<file path="config.mk">
export PLATFORM = sky130hd
export DESIGN_NAME = hilbert_curve_map_unit
export DESIGN_NICKNAME = d
export VERILOG_FILES = /design/src/sv/hcm_pkg.sv /design/src/sv/hilbert_curve_map_unit.sv
export SDC_FILE = /design/constraint.sdc
export NUM_CORES = 2
export LEC_CHECK = 0
export ABC_AREA = 1
export BUFFER_PORTS_ARGS = -buffer_cell sky130_fd_sc_hd__buf_4
export CAP_MARGIN = 20
export CORE_MARGIN = 2
export CORE_UTILIZATION = 45
export CTS_BUF_LIST = sky130_fd_sc_hd__clkbuf_8
export DETAILED_ROUTE_END_ITERATION = 6
export PLACE_DENSITY = 0.64
export REMOVE_ABC_BUFFERS = 1
export SLEW_MARGIN = 20
export SYNTH_ARGS = -nofsm -noshare
export SYNTH_HDL_FRONTEND = slang
export SYNTH_SLANG_ARGS = --single-unit
</file>
<file path="constraint.sdc">
create_clock -name i_clk -period 29.3 [get_ports i_clk]
set_clock_uncertainty 0.2 [all_clocks]
set_input_delay 1.465 -clock i_clk [delete_from_list [all_inputs] [get_ports i_clk]]
set_output_delay 1.465 -clock i_clk [all_outputs]
set_load 0.01 [all_outputs]
</file>
<file path="src/sv/hcm_pkg.sv">
// types, constants and per-stage level logic for the hilbert curve map unit
`default_nettype none

package hcm_pkg;

    localparam int unsigned MAX_ORDER   = 32;
    localparam int unsigned LVL_PER_STG = 4;
    localparam int unsigned N_GRP       = MAX_ORDER / LVL_PER_STG;
    localparam int unsigned NSTG        = N_GRP + 2;
    localparam int unsigned CW          = 32;
    localparam int unsigned DW          = 64;
    localparam int unsigned OW          = 6;

    localparam logic OP_ENCODE = 1'b0;
    localparam logic OP_DECODE = 1'b1;

    localparam logic [OW-1:0] ORDER_RESET = OW'(MAX_ORDER);

    typedef struct packed {
        logic          op;
        logic          swp;
        logic [CW-1:0] a;
        logic [CW-1:0] b;
        logic [DW-1:0] d;
    } t_stg;

    // one group of bit levels, coarse to fine for encode, fine to coarse for decode
    function automatic t_stg grp_step(input int unsigned g, input t_stg s);
        t_stg          r;
        logic          qx;
        logic          qy;
        logic [CW-1:0] low;
        logic [CW-1:0] ta;
        logic [CW-1:0] tb;
        int unsigned   lv;
        r = s;
        for (int unsigned j = 0; j < LVL_PER_STG; j++) begin
            if (r.op == OP_ENCODE) begin
                lv = MAX_ORDER - 1 - g * LVL_PER_STG - j;
                qx = r.a[lv];
                qy = r.b[lv];
                r.d[2*lv+1] = qx;
                r.d[2*lv]   = qx ^ qy;
            end else begin
                lv = g * LVL_PER_STG + j;
                qx = r.d[2*lv+1];
                qy = r.d[2*lv] ^ qx;
            end
            low = (CW'(1) << lv) - CW'(1);
            if (!qy) begin
                ta = r.a & low;
                tb = r.b & low;
                if (qx) begin
                    ta = ta ^ low;
                    tb = tb ^ low;
                end
                r.a = tb;
                r.b = ta;
            end
            if (r.op == OP_DECODE) begin
                r.a[lv] = qx;
                r.b[lv] = qy;
            end
        end
        return r;
    endfunction

endpackage

`default_nettype wire

</file>
<file path="src/sv/hilbert_curve_map_unit.sv">
// hilbert curve map unit: pipelined coordinate to distance and distance to coordinate
//
// input stream (i_s_*): one request per accepted beat; tuser selects encode (0)
// or decode (1); tdata carries coord_x, coord_y and curve_distance
// output stream (o_m_*): one result per request, in request order; tdata carries
// result_distance, result_x and result_y
// config channel (i_cfg_*): writes curve_order; the user must write it only while idle,
// as the block itself leaves this unchecked
// stages: one entry stage, eight level stages of four bit levels each, one output stage
// throughput: one request per cycle while the output is not stalled; each stage
// holds one request and has its own valid bit, so bubbles fill while the output is stalled
// a stalled receiver holds the output stage; upstream stages keep loading until
// the pipe is full, then o_s_tready drops; nothing is lost or repeated
// reset empties the pipe and sets curve_order to 32
`default_nettype none

module hilbert_curve_map_unit
    import hcm_pkg::*;
(
    input  wire logic         i_clk,
    input  wire logic         i_rst_n,
    input  wire logic         i_cfg_valid,
    output logic              o_cfg_ready,
    input  wire logic [5:0]   i_cfg_data,     // curve_order
    input  wire logic         i_s_tvalid,
    output logic              o_s_tready,
    input  wire logic [127:0] i_s_tdata,      // coord_x, coord_y, curve_distance
    input  wire logic [0:0]   i_s_tuser,      // operation
    output logic              o_m_tvalid,
    input  wire logic         i_m_tready,
    output logic [127:0]      o_m_tdata       // result_distance, result_x, result_y
);

    logic [OW-1:0] r_order;
    logic [OW-1:0] ord;
    logic [CW-1:0] cmask;
    logic [DW-1:0] dmask;
    logic [CW-1:0] xm;
    logic [CW-1:0] ym;
    logic          ld   [NSTG];
    logic          r_vld[NSTG];
    t_stg          r_stg[NSTG];
    t_stg          n_stg[NSTG];

    assign o_cfg_ready = 1'b1;

    always_ff @(posedge i_clk) begin
        if (!i_rst_n) begin
            r_order <= ORDER_RESET;
        end else if (i_cfg_valid) begin
            r_order <= i_cfg_data;
        end
    end

    // saturated order and masks for the high input bits
    always_comb begin
        ord   = (r_order > OW'(MAX_ORDER)) ? OW'(MAX_ORDER) : r_order;
        cmask = {CW{1'b1}} >> (OW'(CW) - ord);
        dmask = {DW{1'b1}} >> (7'(DW) - {ord, 1'b0});
        xm    = i_s_tdata[31:0] & cmask;
        ym    = i_s_tdata[63:32] & cmask;
    end

    // stage ready chain
    always_comb begin
        ld[NSTG-1] = !r_vld[NSTG-1] || i_m_tready;
        for (int k = NSTG - 2; k >= 0; k--) begin
            ld[k] = !r_vld[k] || ld[k+1];
        end
    end

    assign o_s_tready = ld[0];

    always_comb begin
        // entry stage: mask, then pre-swap so a fixed full-order pass gives the same result
        n_stg[0].op  = i_s_tuser[0];
        n_stg[0].swp = ord[0];
        if (i_s_tuser[0] == OP_ENCODE) begin
            n_stg[0].a = ord[0] ? ym : xm;
            n_stg[0].b = ord[0] ? xm : ym;
            n_stg[0].d = '0;
        end else begin
            n_stg[0].a = '0;
            n_stg[0].b = '0;
            n_stg[0].d = i_s_tdata[127:64] & dmask;
        end

        for (int unsigned k = 1; k <= N_GRP; k++) begin
            n_stg[k] = grp_step(k - 1, r_stg[k-1]);
        end

        // output formatting, post-swap for decode
        n_stg[NSTG-1] = r_stg[NSTG-2];
        if (r_stg[NSTG-2].op == OP_ENCODE) begin
            n_stg[NSTG-1].a = '0;
            n_stg[NSTG-1].b = '0;
        end else begin
            n_stg[NSTG-1].a = r_stg[NSTG-2].swp ? r_stg[NSTG-2].b : r_stg[NSTG-2].a;
            n_stg[NSTG-1].b = r_stg[NSTG-2].swp ? r_stg[NSTG-2].a : r_stg[NSTG-2].b;
            n_stg[NSTG-1].d = '0;
        end
    end

    always_ff @(posedge i_clk) begin
        if (!i_rst_n) begin
            for (int k = 0; k < NSTG; k++) begin
                r_vld[k] <= 1'b0;
            end
        end else begin
            r_vld[0] <= ld[0] ? i_s_tvalid : r_vld[0];
            for (int k = 1; k < NSTG; k++) begin
                if (ld[k]) begin
                    r_vld[k] <= r_vld[k-1];
                end
            end
        end
    end

    always_ff @(posedge i_clk) begin
        for (int k = 0; k < NSTG; k++) begin
            if (ld[k]) begin
                r_stg[k] <= n_stg[k];
            end
        end
    end

    assign o_m_tvalid = r_vld[NSTG-1];
    assign o_m_tdata  = {r_stg[NSTG-1].b, r_stg[NSTG-1].a, r_stg[NSTG-1].d};

`ifndef SYNTH
    a_accept_fills: assert property (@(posedge i_clk) disable iff (!i_rst_n)
        i_s_tvalid && o_s_tready |=> r_vld[0])
        else $error("accepted request did not reach entry stage");

    a_mid_hold: assert property (@(posedge i_clk) disable iff (!i_rst_n)
        r_vld[4] && !ld[4] |=> r_vld[4] && $stable(r_stg[4]))
        else $error("stalled middle stage changed");

    a_enc_zero_xy: assert property (@(posedge i_clk) disable iff (!i_rst_n)
        o_m_tvalid && (r_stg[NSTG-1].op == OP_ENCODE) |-> (o_m_tdata[127:64] == '0))
        else $error("encode result has nonzero coordinates");

    a_dec_zero_d: assert property (@(posedge i_clk) disable iff (!i_rst_n)
        o_m_tvalid && (r_stg[NSTG-1].op == OP_DECODE) |-> (o_m_tdata[63:0] == '0))
        else $error("decode result has nonzero distance");
`endif

endmodule

`default_nettype wire
</file>
==> metrics.md <==
| Metric | Value |
|---|---|
| Status | `complete, but fails checks` |
| Failing checks | `DRC` |
| Rows | `159` |
| Drt first pass iters | `7` |
| Die Wd | `437.8 µm` |
| RD Place Congestion | `0.9206` |
| Clock Latency Late Sink | `1.00 ns` |
| Clk sinks | `1314` |
| Leakage Power | `0.04326 µW` |
| Cell Chain, Critical Path | `buf_4 > nor2_1 > buf_4 > inv_6 > nor2_1 > inv_6 > nor2_1 > inv_6 > nor2_1 > inv_6 > nor2_1 > inv_4 > nor2_1 > inv_4 > nor2_1 > inv_4 > nor2_1 > inv_4 > nor2_1 > nand2_4 > buf_4` |
| Max IR drop VDD | `0.05357 mV` |
| Critical-path maximum fanout | `70` |
| Pwr dens | `103.7 nW/µm²` |
| Setup CP Type | `input port to output port` |
| Mean area per synthesized cell | `7.417 µm²` |
| Post-Syn Area | `84670 µm²` |
| Ys flop type | `edfxtp_1` |
| Rel. slew slack | `0.2511` |
| Cts bufs inserted | `218` |
| Die Height | `437.8 µm` |
| Clock transition at path regs | `0.06 ns` |
| RSZ-0062 raised after global routing | `no` |
| TritonCTS clock tree | `done` |
| Final period utilization | `0.2995` |
| Final WL | `244800 µm` |
| H-Tree Level Count | `4` |
| Async SR Flop Fraction | `0` |
| Hold Violations, Final | `0` |
| Number of max-cap violations | `0` |
| Max stage delay on crit path | `0.60 ns` |
| Syn Inst Count | `11420` |
| Post-layout util | `0.4887` |
| Synthesis Warnings | `0` |
| Crit start category | `input port` |
| Detailed placer's ending HPWL | `178800 µm` |
| I/O Buffers | `269` |
| Total Routing Usage GR | `0.2508` |
| R2R Path Start | `r_vld[9]` |
| Fraction of layout cells with a size suffix above 1 | `0.08613` |
| Slew Viols, Final | `0` |
| Post-synth cell types | `58` |
| Area Growth Syn to Fin | `8.163%` |
| CP bufs+invs | `11` |
| Max Fclk | `113.9 MHz` |
| Post-CTS Setup Bufs | `0` |
| # IOs | `271` |
| Std-Cell Core Area | `187400 µm²` |
| Largest net degree at the start of global routing | `99` |
| Final nets | `11480` |
| Delay-heaviest family, CP | `buffers and inverters` |
| Commonest non-fill, non-tap cells in the layout | `4596 x nand2_1, 1300 x edfxtp_1, 1199 x nand3_1, 885 x inv_1, 754 x o21ai_0` |
| Flops & latches, synth | `1314` |
| DIE AREA | `191600 µm²` |
| Sequential-to-total area share from yosys stat | `0.4644` |
| Total power | `9495 µW` |
| Drt via density | `5.285` |
| PostCTS Resize Cnt | `0` |
| Final setup vio count | `0` |
| Required @ worst endpoint | `27.63 ns` |
| Max Root-Sink Buffers | `3` |
| Commonest non-fill, non-tap cell in the layout | `nand2_1` |
| Setup tns final | `0 ns` |
| Slew of the pin with the lowest slew margin | `1.122 ns` |
| Hold Path Class | `flop to flop` |
| Crit end category | `output port` |
| Hold Slack | `0.1865 ns` |
| Fillcell total | `18200` |
| Global-route wire length before repair | `381200 µm` |
| Grt total ovfl | `0` |
| Post-synth EDFFs | `1300` |
| Initial core utilization | `0.4518` |
| Crit path arrival time | `7.11 ns` |
| WL per Instance | `17.46 µm` |
| Number of global-route vias before repair | `68140` |
| Drt drc | `4` |
| Vias post-DR | `74100` |
| Antenna violations before repair | `15` |
| DRT antenna net count | `0` |
| Final Critical Period | `8.777 ns` |
| 1st-iter DRT viols | `6473` |
| CTS Hold Bufs | `0` |
| HP Start | `r_stg[4][15]` |
| Critical-path top delay cell | `inv_4` |
| Critical path startpoint | `i_m_tready` |
| CTS root buffer | `clkbuf_8` |
| Crit-path most repeated cell | `nor2_1` |
==> worst paths after layout <==
path	endpoint	slack [ns]	cells past startpoint
min	r_stg[5][15]	0.19	0
min reg2reg	r_stg[5][15]	0.19	0
max reg2reg	r_stg[0][79]	21.63	22
max	o_s_tready	20.52	21
==> layout make-up <==
type | count | area, µm² | area share
flip-flops and latches | 1314 | 39320 | 0.4293
clock inverters | 184 | 1229 | 0.01342
clock buffers | 221 | 3042 | 0.03321
well taps | 2495 | 3122 | 0.03409
repair buffers | 362 | 2721 | 0.02972
inverters | 903 | 3432 | 0.03748
diodes | 7 | 17.52 | 0.0001913
multi-input cells | 8534 | 38700 | 0.4226
==> registers in the layout, indices dropped and copies added, names as in the netlist <==
register and flops:
r_stg 1298, r_order 6, r_vld 10
==> worst register-to-register path: stages (launching register included) <==
cell and delay (ns):
edfxtp_1 0.39, inv_1 0.08, nor2_1 0.04, buf_4 0.17, inv_6 0.29, nor2_1 0.17, inv_6 0.44, nor2_1 0.20
inv_6 0.31, nor2_1 0.15, inv_6 0.46, nor2_1 0.16, inv_4 0.33, nor2_1 0.13, inv_4 0.60, nor2_1 0.21
inv_4 0.10, nor2_1 0.07, inv_4 0.53, nor2_1 0.32, nand2_4 0.58, buf_4 0.69, buf_4 0.63
==> cell usage after synthesis, types with 71 or more instances <==
cell type,n,area (µm²)
clkbuf_1,227,852.1
buf_1,72,270.3
inv_1,839,3149
nand2_1,4603,17280
a21oi_1,268,1341
o21ai_0,755,3779
edfxtp_1,1300,39040
nand3_1,1200,6006
buf_4,82,615.6
o211ai_1,71,533.0
nor2_1,691,2594
xnor2_1,133,1165
xor2_1,215,1883
or2_2,124,775.7
o21ai_1,158,790.8
buf_2,254,1271
==> per-stage QoR <==
stage / worst slack [ns] / cell area, µm² / cells
final: 20.52 / 91580 / 14020
after global routing: 19.80 / 91580 / 14020
after CTS: 20.30 / 91540 / 14010
after detailed placement: 20.35 / 87270 / 13610
after global placement: 20.41 / 87270 / 13610
after floorplan: 1.388 / 81340 / 10750
==> cell families after synthesis <==
kind of cell | after synthesis | share of synthesized area
simple gates | 6838 | 0.3348
buf+inv | 1567 | 0.07944
compound gates | 1343 | 0.08467
flops | 1314 | 0.4644
xor+xnor | 349 | 0.03619
fa+ha+maj | 3 | 0.0004434
other cells | 1 | 0.00004429
==> layer usage <==
metal	track usage	up-vias	share of wire	wire length [µm]
li1	-	36970	-	-
met1	0.3304	34440	0.43	105300
met2	0.4206	2240	0.48	116400
met3	0.02542	447	0.052	12790
met4	0.1076	2	0.042	10310
met5	0	-	0.000053	13
==> where the power goes <==
part	internal, µW	switching, µW
clock network	812	769
registers	2700	323
logic	1480	3410
Note: power is estimated with default switching activity, not from simulation.
